`src/rtl/core/gregorian_julian_day_converter_defines.svh`:
```
// ----------------------------------------------------------------------------
// Gregorian / Julian day converter assertion macros
// Shared concurrent assertion forms used by the converter RTL.
// ----------------------------------------------------------------------------
`ifndef GREGORIAN_JULIAN_DAY_CONVERTER_DEFINES_SVH
`define GREGORIAN_JULIAN_DAY_CONVERTER_DEFINES_SVH

// Same-cycle implication, disabled while reset is asserted.
`define GJD_ASSERT_IMPLIES(lbl, ck, rn, ante, cons) \
  lbl: assert property (@(posedge ck) disable iff (!rn) (ante) |-> (cons)) \
    else $error("gjd: implication check failed");

// Next-cycle implication, disabled while reset is asserted.
`define GJD_ASSERT_NEXT(lbl, ck, rn, ante, cons) \
  lbl: assert property (@(posedge ck) disable iff (!rn) (ante) |=> (cons)) \
    else $error("gjd: next-cycle check failed");

`endif

```
`src/rtl/core/gjd_pkg.sv`:
```
`timescale 1ns / 1ps
// ----------------------------------------------------------------------------
// Gregorian / Julian day converter package
// Pipeline depth, command codes, result types and the month offset table.
// ----------------------------------------------------------------------------
package gjd_pkg;

  localparam int NUM_STAGES     = 10;
  // Stage at which the date-to-day result is final; later stages only carry it.
  localparam int D2J_DONE_STAGE = 4;

  localparam logic CMD_DATE_TO_DAY = 1'b0;
  localparam logic CMD_DAY_TO_DATE = 1'b1;

  // Day number of 16383-12-31, the last date the year field can hold.
  localparam logic [22:0] DAY_NUMBER_TOP = 23'd7705192;

  typedef struct packed {
    logic [22:0] day_number;
    logic        invalid;
  } d2j_res_t;

  typedef struct packed {
    logic [14:0] year;
    logic [3:0]  month;
    logic [4:0]  day;
  } j2d_res_t;

  // Days before month index k in a March-based year. The same values result
  // from 367*k/12 and from 2447*k/80 over the whole 4-bit range.
  function automatic logic [8:0] days_before_month(input logic [3:0] k);
    logic [8:0] v;
    case (k)
      4'd0:    v = 9'd0;
      4'd1:    v = 9'd30;
      4'd2:    v = 9'd61;
      4'd3:    v = 9'd91;
      4'd4:    v = 9'd122;
      4'd5:    v = 9'd152;
      4'd6:    v = 9'd183;
      4'd7:    v = 9'd214;
      4'd8:    v = 9'd244;
      4'd9:    v = 9'd275;
      4'd10:   v = 9'd305;
      4'd11:   v = 9'd336;
      4'd12:   v = 9'd367;
      4'd13:   v = 9'd397;
      4'd14:   v = 9'd428;
      4'd15:   v = 9'd458;
      default: v = 9'd0;
    endcase
    return v;
  endfunction

endpackage

```
`src/rtl/core/gjd_pipe_ctrl.sv`:
```
`timescale 1ns / 1ps
`include "gregorian_julian_day_converter_defines.svh"
// ----------------------------------------------------------------------------
// Converter pipeline control
// Per-stage valid bits and load enables with bubble collapsing.
// ----------------------------------------------------------------------------
module gjd_pipe_ctrl (
  input  logic                            clk,
  input  logic                            rst_n,
  input  logic                            in_valid,
  input  logic                            out_ready,
  output logic                            in_ready,
  output logic                            out_valid,
  output logic [gjd_pkg::NUM_STAGES-1:0] stage_en
);
  import gjd_pkg::*;

  logic [NUM_STAGES-1:0] valid_r, valid_nxt;
  logic [NUM_STAGES-1:0] upstream;
  logic [NUM_STAGES:0]   load;

  // A stage loads when it is empty or when its content moves on.
  always_comb begin
    load[NUM_STAGES] = out_ready;
    for (int k = NUM_STAGES - 1; k >= 0; k--) begin
      load[k] = !valid_r[k] || load[k+1];
    end
  end

  assign upstream  = {valid_r[NUM_STAGES-2:0], in_valid};
  assign valid_nxt = (load[NUM_STAGES-1:0] & upstream) | (~load[NUM_STAGES-1:0] & valid_r);

  always_ff @(posedge clk) begin
    if (!rst_n) begin
      valid_r <= '0;
    end else begin
      valid_r <= valid_nxt;
    end
  end

  assign in_ready  = load[0];
  assign out_valid = valid_r[NUM_STAGES-1];
  assign stage_en  = load[NUM_STAGES-1:0];

  `GJD_ASSERT_IMPLIES(a_bubble_accepts, clk, rst_n, !(&valid_r), in_ready)
  `GJD_ASSERT_NEXT(a_accept_fills_head, clk, rst_n, in_valid && in_ready, valid_r[0])
  `GJD_ASSERT_IMPLIES(a_item_count, clk, rst_n, $past(rst_n), $countones(valid_r) == $countones($past(valid_r)) + ($past(in_valid && in_ready) ? 1 : 0) - ($past(out_valid && out_ready) ? 1 : 0))

endmodule

```
`src/rtl/core/gjd_date_to_day.sv`:
```
`timescale 1ns / 1ps
// ----------------------------------------------------------------------------
// Date to day number datapath
// Pipelined Gregorian date to Julian day number conversion.
// ----------------------------------------------------------------------------
module gjd_date_to_day (
  input  logic                            clk,
  input  logic [gjd_pkg::NUM_STAGES-1:0] stage_en,
  input  logic                            command,
  input  logic [14:0]                     year,
  input  logic [3:0]                      month,
  input  logic [5:0]                      day,
  output gjd_pkg::d2j_res_t               res
);
  import gjd_pkg::*;

  // Stage 0: offsets and the month table.
  logic        early;
  logic [15:0] year_x, t1_nxt, t3, t3_abs;
  logic [3:0]  k;
  logic        s0_cmd_r, s0_inv_r, s0_neg_r;
  logic [15:0] s0_t1_r;
  logic [14:0] s0_t3_abs_r;
  logic [8:0]  s0_term2_r;
  logic [5:0]  s0_day_r;

  assign early  = (month <= 4'd2);
  assign year_x = {year[14], year};
  assign t1_nxt = year_x + 16'd4800 - {15'd0, early};
  assign t3     = year_x + 16'd4900 - {15'd0, early};
  assign t3_abs = t3[15] ? (16'd0 - t3) : t3;
  assign k      = early ? (month + 4'd10) : (month - 4'd2);

  always_ff @(posedge clk) begin
    if (stage_en[0]) begin
      s0_cmd_r    <= command;
      s0_inv_r    <= (month > 4'd12) || (day > 6'd31);
      s0_t1_r     <= t1_nxt;
      s0_neg_r    <= t3[15];
      s0_t3_abs_r <= t3_abs[14:0];
      s0_term2_r  <= days_before_month(k);
      s0_day_r    <= day;
    end
  end

  // Stage 1: the two multiplications (year term and reciprocal of 100).
  logic        s1_cmd_r, s1_inv_r, s1_neg_r;
  logic [26:0] s1_p_r;
  logic [27:0] s1_qp_r;
  logic [8:0]  s1_term2_r;
  logic [5:0]  s1_day_r;

  always_ff @(posedge clk) begin
    if (stage_en[1]) begin
      s1_cmd_r   <= s0_cmd_r;
      s1_inv_r   <= s0_inv_r;
      s1_neg_r   <= s0_neg_r;
      s1_p_r     <= {{11{s0_t1_r[15]}}, s0_t1_r} * 27'd1461;
      s1_qp_r    <= {13'd0, s0_t3_abs_r} * 28'd5243;
      s1_term2_r <= s0_term2_r;
      s1_day_r   <= s0_day_r;
    end
  end

  // Stage 2: quarter with truncation toward zero, century correction.
  logic [26:0] p_adj;
  logic [7:0]  q;
  logic [9:0]  q3;
  logic        s2_cmd_r, s2_inv_r, s2_neg_r;
  logic [24:0] s2_term1_r;
  logic [7:0]  s2_mag_r;
  logic [8:0]  s2_term2_r;
  logic [5:0]  s2_day_r;

  assign p_adj = s1_p_r + {25'd0, s1_p_r[26], s1_p_r[26]};
  assign q     = s1_qp_r[26:19];
  assign q3    = {1'b0, q, 1'b0} + {2'b00, q};

  always_ff @(posedge clk) begin
    if (stage_en[2]) begin
      s2_cmd_r   <= s1_cmd_r;
      s2_inv_r   <= s1_inv_r;
      s2_neg_r   <= s1_neg_r;
      s2_term1_r <= p_adj[26:2];
      s2_mag_r   <= q3[9:2];
      s2_term2_r <= s1_term2_r;
      s2_day_r   <= s1_day_r;
    end
  end

  // Stage 3: sum of all terms.
  logic [24:0] term3_neg;
  logic        s3_cmd_r, s3_inv_r;
  logic [24:0] s3_sum_r;

  assign term3_neg = s2_neg_r ? {17'd0, s2_mag_r} : (25'd0 - {17'd0, s2_mag_r});

  always_ff @(posedge clk) begin
    if (stage_en[3]) begin
      s3_cmd_r <= s2_cmd_r;
      s3_inv_r <= s2_inv_r;
      s3_sum_r <= s2_term1_r + {16'd0, s2_term2_r} + {19'd0, s2_day_r} - 25'd32075
                  + term3_neg;
    end
  end

  // Stage 4: clamp and final selection; later stages carry the result.
  d2j_res_t done;
  d2j_res_t dly_r [D2J_DONE_STAGE:NUM_STAGES-1];

  always_comb begin
    done = '0;
    if (s3_cmd_r == CMD_DATE_TO_DAY) begin
      if (s3_inv_r) begin
        done.invalid = 1'b1;
      end else if (s3_sum_r[24]) begin
        done.day_number = '0;
      end else if (s3_sum_r[23]) begin
        done.day_number = '1;
      end else begin
        done.day_number = s3_sum_r[22:0];
      end
    end
  end

  always_ff @(posedge clk) begin
    if (stage_en[D2J_DONE_STAGE]) begin
      dly_r[D2J_DONE_STAGE] <= done;
    end
  end

  for (genvar s = D2J_DONE_STAGE + 1; s < NUM_STAGES; s++) begin : g_dly
    always_ff @(posedge clk) begin
      if (stage_en[s]) begin
        dly_r[s] <= dly_r[s-1];
      end
    end
  end

  assign res = dly_r[NUM_STAGES-1];

endmodule

```
`src/rtl/core/gjd_day_to_date.sv`:
```
`timescale 1ns / 1ps
// ----------------------------------------------------------------------------
// Day number to date datapath
// Pipelined Julian day number to Gregorian date conversion.
// ----------------------------------------------------------------------------
module gjd_day_to_date (
  input  logic                            clk,
  input  logic [gjd_pkg::NUM_STAGES-1:0] stage_en,
  input  logic                            command,
  input  logic [22:0]                     day_number,
  output gjd_pkg::j2d_res_t               res
);
  import gjd_pkg::*;

  // Command bit travels alongside the data.
  logic [NUM_STAGES-1:0] cmd_r;
  logic [NUM_STAGES-1:0] cmd_in;

  assign cmd_in = {cmd_r[NUM_STAGES-2:0], command};

  always_ff @(posedge clk) begin
    for (int s = 0; s < NUM_STAGES; s++) begin
      if (stage_en[s]) begin
        cmd_r[s] <= cmd_in[s];
      end
    end
  end

  // Stage 0: saturate and offset.
  logic [22:0] jc, l0;
  logic [24:0] s0_x_r;

  assign jc = (day_number > DAY_NUMBER_TOP) ? DAY_NUMBER_TOP : day_number;
  assign l0 = jc + 23'd68569;

  always_ff @(posedge clk) begin
    if (stage_en[0]) begin
      s0_x_r <= {l0, 2'b00};
    end
  end

  // Stage 1: reciprocal product for the 400-year cycle count.
  logic [39:0] s1_p1_r;
  logic [24:0] s1_x_r;

  always_ff @(posedge clk) begin
    if (stage_en[1]) begin
      s1_p1_r <= {15'd0, s0_x_r} * 40'd29398;
      s1_x_r  <= s0_x_r;
    end
  end

  // Stage 2: quotient estimate and its remainder.
  logic [7:0]  q0;
  logic [25:0] q0_prod, diff0;
  logic [7:0]  s2_q_r;
  logic [18:0] s2_rem_r;

  assign q0      = s1_p1_r[39:32];
  assign q0_prod = {18'd0, q0} * 26'd146097;
  assign diff0   = {1'b0, s1_x_r} - q0_prod;

  always_ff @(posedge clk) begin
    if (stage_en[2]) begin
      s2_q_r   <= q0;
      s2_rem_r <= diff0[18:0];
    end
  end

  // Stage 3: one correction step; the day within the cycle is rem / 4.
  logic        ge0;
  logic [18:0] r0;
  logic [7:0]  s3_n_r;
  logic [15:0] s3_l2_r;

  assign ge0 = (s2_rem_r >= 19'd146097);
  assign r0  = ge0 ? (s2_rem_r - 19'd146097) : s2_rem_r;

  always_ff @(posedge clk) begin
    if (stage_en[3]) begin
      s3_n_r  <= s2_q_r + {7'd0, ge0};
      s3_l2_r <= r0[17:2];
    end
  end

  // Stage 4: reciprocal product for the year within the cycle.
  logic [16:0] lp1;
  logic [43:0] s4_p2_r;
  logic [27:0] s4_num_r;
  logic [15:0] s4_l2_r;
  logic [7:0]  s4_n_r;

  assign lp1 = {1'b0, s3_l2_r} + 17'd1;

  always_ff @(posedge clk) begin
    if (stage_en[4]) begin
      s4_p2_r  <= {27'd0, lp1} * 44'd188140000;
      s4_num_r <= {11'd0, lp1} * 28'd4000;
      s4_l2_r  <= s3_l2_r;
      s4_n_r   <= s3_n_r;
    end
  end

  // Stage 5: quotient estimate and its remainder.
  logic [6:0]  qi0;
  logic [27:0] qi_prod, diff1;
  logic [6:0]  s5_qi_r;
  logic [21:0] s5_rem_r;
  logic [15:0] s5_l2_r;
  logic [7:0]  s5_n_r;

  assign qi0     = s4_p2_r[42:36];
  assign qi_prod = {21'd0, qi0} * 28'd1461001;
  assign diff1   = s4_num_r - qi_prod;

  always_ff @(posedge clk) begin
    if (stage_en[5]) begin
      s5_qi_r  <= qi0;
      s5_rem_r <= diff1[21:0];
      s5_l2_r  <= s4_l2_r;
      s5_n_r   <= s4_n_r;
    end
  end

  // Stage 6: correction and the century part of the year.
  logic        ge1;
  logic [6:0]  s6_i_r;
  logic [15:0] s6_ybase_r;
  logic [15:0] s6_l2_r;

  assign ge1 = (s5_rem_r >= 22'd1461001);

  always_ff @(posedge clk) begin
    if (stage_en[6]) begin
      s6_i_r     <= s5_qi_r + {6'd0, ge1};
      s6_ybase_r <= {8'd0, s5_n_r} * 16'd100 - 16'd4900;
      s6_l2_r    <= s5_l2_r;
    end
  end

  // Stage 7: day within the March-based year.
  logic [17:0] ip;
  logic [16:0] l3;
  logic [10:0] s7_l3_r;
  logic [6:0]  s7_i_r;
  logic [15:0] s7_ybase_r;

  assign ip = {11'd0, s6_i_r} * 18'd1461;
  assign l3 = {1'b0, s6_l2_r} + 17'd31 - {1'b0, ip[17:2]};

  always_ff @(posedge clk) begin
    if (stage_en[7]) begin
      s7_l3_r    <= l3[10:0];
      s7_i_r     <= s6_i_r;
      s7_ybase_r <= s6_ybase_r;
    end
  end

  // Stage 8: reciprocal product for the month index.
  logic [34:0] s8_p3_r;
  logic [10:0] s8_l3_r;
  logic [6:0]  s8_i_r;
  logic [15:0] s8_ybase_r;

  always_ff @(posedge clk) begin
    if (stage_en[8]) begin
      s8_p3_r    <= {24'd0, s7_l3_r} * 35'd8776000;
      s8_l3_r    <= s7_l3_r;
      s8_i_r     <= s7_i_r;
      s8_ybase_r <= s7_ybase_r;
    end
  end

  // Stage 9: month, day and year.
  logic [3:0]  j;
  logic        wrap;
  logic [10:0] dfull;
  logic [15:0] yfull;
  j2d_res_t    fields, res_r;

  assign j     = s8_p3_r[31:28];
  assign wrap  = (j >= 4'd11);
  assign dfull = s8_l3_r - {2'b00, days_before_month(j)};
  assign yfull = s8_ybase_r + {9'd0, s8_i_r} + {15'd0, wrap};

  always_comb begin
    fields = '0;
    if (cmd_r[NUM_STAGES-2] == CMD_DAY_TO_DATE) begin
      fields.year  = yfull[14:0];
      fields.month = j + 4'd2 - (wrap ? 4'd12 : 4'd0);
      fields.day   = dfull[4:0];
    end
  end

  always_ff @(posedge clk) begin
    if (stage_en[9]) begin
      res_r <= fields;
    end
  end

  assign res = res_r;

endmodule

```
`src/rtl/core/gregorian_julian_day_converter.sv`:
```
`timescale 1ns / 1ps
`include "gregorian_julian_day_converter_defines.svh"
// ----------------------------------------------------------------------------
// Gregorian / Julian day number converter
// Pipelined converter between proleptic Gregorian dates and day numbers.
// ----------------------------------------------------------------------------
// Usage:
//   Each input transaction carries a command and both sets of operands.
//   Command date-to-day takes year, month and day and returns the Julian day
//   number; a month above 12 or a day above 31 sets invalid and returns zero.
//   Command day-to-date splits a day number into year, month and day. The
//   fields that the command does not produce are returned as zero.
//   Both channels use valid/ready; one result transaction per input.
//   The pipeline takes a new transaction every cycle while in_ready is high;
//   the ten stages are set by the chain of reciprocal multiplications and
//   remainder corrections in the day-to-date path. Results leave in the
//   order the inputs arrived. When the receiver holds out_ready low, the
//   last stage holds its result and stages behind it keep filling until the
//   pipeline is full; empty stages are squeezed out, so in_ready stays high
//   while any stage is empty. Reset (rst_n low, synchronous) empties the
//   pipeline; nothing is stored between transactions.
// ----------------------------------------------------------------------------
module gregorian_julian_day_converter (
  input  logic               clk,
  input  logic               rst_n,
  input  logic               in_valid,
  output logic               in_ready,
  input  logic               in_command,
  input  logic signed [14:0] in_year_in,
  input  logic        [3:0]  in_month_in,
  input  logic        [5:0]  in_day_in,
  input  logic        [22:0] in_day_number_in,
  output logic               out_valid,
  input  logic               out_ready,
  output logic        [22:0] out_day_number_out,
  output logic signed [14:0] out_year_out,
  output logic        [3:0]  out_month_out,
  output logic        [4:0]  out_day_out,
  output logic               out_invalid
);
  import gjd_pkg::*;

  logic [NUM_STAGES-1:0] stage_en;
  d2j_res_t              d2j_res;
  j2d_res_t              j2d_res;
  logic                  others_zero;

  // Valid bits and per-stage load enables shared by both datapaths.
  gjd_pipe_ctrl u_ctrl (
    .clk       (clk),
    .rst_n     (rst_n),
    .in_valid  (in_valid),
    .out_ready (out_ready),
    .in_ready  (in_ready),
    .out_valid (out_valid),
    .stage_en  (stage_en)
  );

  // Each path zeroes its own fields when the other command was requested,
  // so the outputs combine without a final multiplexer.
  gjd_date_to_day u_d2j (
    .clk      (clk),
    .stage_en (stage_en),
    .command  (in_command),
    .year     (in_year_in),
    .month    (in_month_in),
    .day      (in_day_in),
    .res      (d2j_res)
  );

  gjd_day_to_date u_j2d (
    .clk        (clk),
    .stage_en   (stage_en),
    .command    (in_command),
    .day_number (in_day_number_in),
    .res        (j2d_res)
  );

  assign out_day_number_out = d2j_res.day_number;
  assign out_invalid        = d2j_res.invalid;
  assign out_year_out       = j2d_res.year;
  assign out_month_out      = j2d_res.month;
  assign out_day_out        = j2d_res.day;

  // An invalid date leaves every other result field at zero.
  assign others_zero = (out_day_number_out == '0) && (out_year_out == '0) &&
                       (out_month_out == '0) && (out_day_out == '0);

  `GJD_ASSERT_IMPLIES(a_invalid_clears, clk, rst_n, out_valid && out_invalid, others_zero)

endmodule
```
`config.mk`:
```
export PLATFORM = sky130hd
export DESIGN_NAME = gregorian_julian_day_converter
export DESIGN_NICKNAME = d
export VERILOG_FILES = /design/src/rtl/core/gjd_pkg.sv /design/src/rtl/core/gjd_pipe_ctrl.sv /design/src/rtl/core/gjd_date_to_day.sv /design/src/rtl/core/gjd_day_to_date.sv /design/src/rtl/core/gregorian_julian_day_converter.sv
export VERILOG_INCLUDE_DIRS = /design/src /design/src/rtl/core
export SDC_FILE = /design/constraint.sdc
export NUM_CORES = 2
export LEC_CHECK = 0
export BUFFER_PORTS_ARGS = -buffer_cell sky130_fd_sc_hd__buf_2
export CORE_ASPECT_RATIO = 0.9
export CORE_MARGIN = 8
export CORE_UTILIZATION = 50
export DETAILED_ROUTE_END_ITERATION = 10
export PLACE_DENSITY = 0.74
export SYNTH_ARGS = -nofsm -noshare
export SYNTH_HDL_FRONTEND = slang
export SYNTH_SLANG_ARGS = --single-unit
```
`constraint.sdc`:
```
create_clock -name clk -period 11 [get_ports clk]
set_clock_uncertainty 0.1 [all_clocks]
set_input_delay 2.2 -clock clk [delete_from_list [all_inputs] [get_ports clk]]
set_output_delay 2.2 -clock clk [all_outputs]
set_load 0.1 [all_outputs]
```
==> results.sh <==
export IMPL_yosysWarningCount=0
export IMPL_worst_setup_path_start_kind="flip-flop"
export IMPL_dr_total_vias=32400
export IMPL_fp_dieH_um=335
export IMPL_initial_core_util_pct=50.2
export IMPL_synthXorXnorAreaFrac_pct=5.16
export IMPL_synth_common_cells="inv_1 (1039), ha_1 (937), edfxtp_1 (632)"
export IMPL_path_clk_slew_ns=0.06
export IMPL_syn_num_nets=6310
export IMPL_htreeDepth=3
export IMPL_synth_edf_count=632
export IMPL_synth_top_flop_cell="edfxtp_1"
export IMPL_insertion_delay_ns=0.61
export IMPL_cts_resized=0
export IMPL_yosys_area_top_type="edfxtp_1"
export IMPL_fin_area_um2=61000
export IMPL_max_cap_viol_count=0
export IMPL_synth_most_common_cell="inv_1"
export IMPL_slowest_stage="ha_1"
export IMPL_clockBufferDepth=3
export IMPL_reg2reg_depth=30
export IMPL_cp_required_ns=11.25
export IMPL_grt_overflow=0
export IMPL_cts_setup_buffers=0
export IMPL_wl_um=105000
export IMPL_nets=6460
export IMPL_clockRootBuffer="clkbuf_16"
export IMPL_drt_iter0_markers=1516
export IMPL_fmax_mhz=120
export IMPL_worstSetupStartpoint="u_j2d.s3_l2_r[2]$_DFFE_PN_"
export IMPL_fin_crit_sh_pct=76.0
export IMPL_rrSetupSlack_ns=2.64
export IMPL_drv_slew=0
export IMPL_area_growth_pct=8.01
export IMPL_synth_seq_area_share_pct=34.1
export IMPL_finalSetupViolations=0
export IMPL_antenna_found_initial=2
export IMPL_rsz0062_at_grt="false"
export IMPL_slew_headroom_pct=15.8
export IMPL_layout_setup_ws_ns=2.64
export IMPL_grt_pass1_vias=35200
export IMPL_cts_sinks=647
export IMPL_synth_area_top_cells="edfxtp_1 (34%), fa_1 (21%), ha_1 (21%), inv_1 (6.9%), xnor2_1 (3.7%)"
export IMPL_synth_cells=4714
export IMPL_yosys_area_share_simple_pct=4.99
export IMPL_criticalPathCategory="reg2reg"
export IMPL_avgSynthCellArea_um2=12.0
export IMPL_crit_path_end="u_j2d.s4_p2_r[42]$_DFFE_PN_"
export IMPL_firstDrtPassIters=5
export IMPL_grt_pass1_wl_um=177000
export IMPL_place_gp_congestion=0.899
export IMPL_place_ws_ns=2.63
export IMPL_numCtsBuffers=68
export IMPL_tns_ns=0
export IMPL_cp_end_kind="flip-flop"
export IMPL_synth_seq_cells=647
export IMPL_drive_gt1_share_pct=5.43
export IMPL_die_w_um=370
export IMPL_placed_area_um2=58800
export IMPL_io_pins=103
export IMPL_reg2reg_to="u_j2d.s4_p2_r[42]$_DFFE_PN_"
export IMPL_tritoncts="yes"
export IMPL_period_minus_slack_ns=8.36
export IMPL_grt_max_degree=81
export IMPL_synth_compound_area_share_pct=5.95
export IMPL_worst_pin_slew_ns=1.26
export IMPL_core_um2=113000
export IMPL_r2r_start="u_j2d.s3_l2_r[2]$_DFFE_PN_"
export IMPL_min_path_type="reg2reg"
export IMPL_crit_arrival_ns=8.61
export IMPL_max_stage_delay_ns=0.59
export IMPL_async_flop_share_pct=0
export IMPL_dp_hpwl_um=86700
export IMPL_muxShareOfSynthArea_pct=0.190
export IMPL_place_port_buffers=102
export IMPL_status="complete, no violations"
export IMPL_synth_top_area_share_pct=33.6
export IMPL_hold_buffers=0
export IMPL_netlist_area_um2=56500
export IMPL_grt_usage_pct=17.5
export IMPL_synth_top_family_by_area="adder cells"
export IMPL_path_max_fanout=8
export IMPL_yosysUniqueCellTypes=70
export IMPL_drc_errors=0
export IMPL_ant_nets=0
export IMPL_finalHoldViolCount=0
export IMPL_viasPerCell=5.05
export IMPL_core_rowCount=117
export IMPL_path_common_cell="inv_1"
export IMPL_wl_per_cell_um=16.4
export IMPL_die_area_um2=124000
export IMPL_synth_fa_ha_area_share_pct=42.2
## flip-flops by register name (all words and copies together) (netlist names), 13 cells and up, named ones only
signal and count:
u_d2j.dly_r 144, u_d2j.s0_t1_r 15, u_d2j.s0_t3_abs_r 15, u_d2j.s1_p_r 26, u_d2j.s2_term1_r 25, u_d2j.s3_sum_r 25
u_j2d.res 24, u_j2d.s0_x_r 23, u_j2d.s1_x_r 17, u_j2d.s2_rem_r 19, u_j2d.s3_l2_r 16, u_j2d.s4_num_r 16
u_j2d.s5_rem_r 22, u_j2d.s6_ybase_r 13, u_j2d.s7_ybase_r 13, u_j2d.s8_ybase_r 13
## per-layer routing
layer  GRT usage (%)  up-vias  part of all wire (%)
met5               0        -                     0
met4            4.42        0                   2.6
met3            2.70      170                   3.8
met2            29.7      478                    47
met1            23.7    15800                    46
li1                -    15900                     -
## worst max-delay path, delay by kind of cell (launching register included)
family	cells	cell delay (ns)
DFF	1	0.48
adders and majority gates	7	3.37
xor gates and xnor gates	2	0.64
AOI/OAI and AO/OA	8	1.52
buffers and inverters	7	0.89
and+or+nand+nor	6	1.10
## per-stage QoR
stage               util (%)  std cells  hold WS (ns)
detailed placement      52.2       6281         0.305
global placement        52.2       6281         0.301
finish                  54.2       6404         0.302
floorplan                  -       4714         0.300
global route            54.2       6403         0.311
CTS                     54.2       6402         0.306
## worst min path at each step
stage,startpoint,endpoint,slack [ns],depth (start not counted)
CTS,u_j2d.s3_n_r[4]$_DFFE_PN_,u_j2d.s4_n_r[4]$_DFFE_PN_,0.31,0
global placement,u_d2j.s0_term2_r[6]$_DFFE_PN_,u_d2j.s1_term2_r[6]$_DFFE_PN_,0.30,0
global route,u_j2d.s3_n_r[3]$_DFFE_PN_,u_j2d.s4_n_r[3]$_DFFE_PN_,0.31,0
finish,u_j2d.s3_n_r[4]$_DFFE_PN_,u_j2d.s4_n_r[4]$_DFFE_PN_,0.30,0
floorplan,u_d2j.dly_r[2][0]$_SDFFCE_PP0N_,u_d2j.dly_r[2][24]$_DFFE_PN_,0.30,0
detailed placement,u_d2j.dly_r[2][20]$_SDFFCE_PP0N_,u_d2j.dly_r[2][44]$_DFFE_PN_,0.30,0
## cell families after synthesis
family,Yosys count
AOI/OAI and AO/OA,519
xor gates and xnor gates,333
adders and majority gates,1543
buffers and inverters,1085
DFF,647
muxes,9
and+or+nand+nor,578
## layout make-up
type	instances	area, um2
multi-input cells	2982	33100
diodes	2	5.00
flip-flops and latches	647	19300
well taps	1487	1860
inverters	1043	3920
fillers	9356	51600
repair buffers	122	661
clock buffers	81	1780
clock inverters	40	434
## placed cells by master (no fill, tap or decap), types with 9 or more instances in the layout
master / n
nor3_1: 41
o21bai_1: 28
buf_4: 20
o21a_1: 60
xnor2_1: 236
nor2b_1: 34
or3_1: 14
clkbuf_16: 69
a211oi_1: 22
a21oi_1: 140
nand4_1: 22
dfxtp_1: 15
clkbuf_1: 11
a31oi_1: 19
buf_2: 102
ha_1: 937
inv_1: 1034
nand2b_1: 16
xor2_1: 97
a21o_1: 64
edfxtp_1: 632
nand3_1: 48
nor2_1: 177
clkinv_1: 9
and2_1: 29
clkinv_2: 14
a21boi_0: 16
o21ai_0: 94
fa_1: 606
and3_1: 25
nand2_1: 119
Power is not shown: default switching activity piles up to over one toggle a cycle in this logic, so the estimate is an artifact.
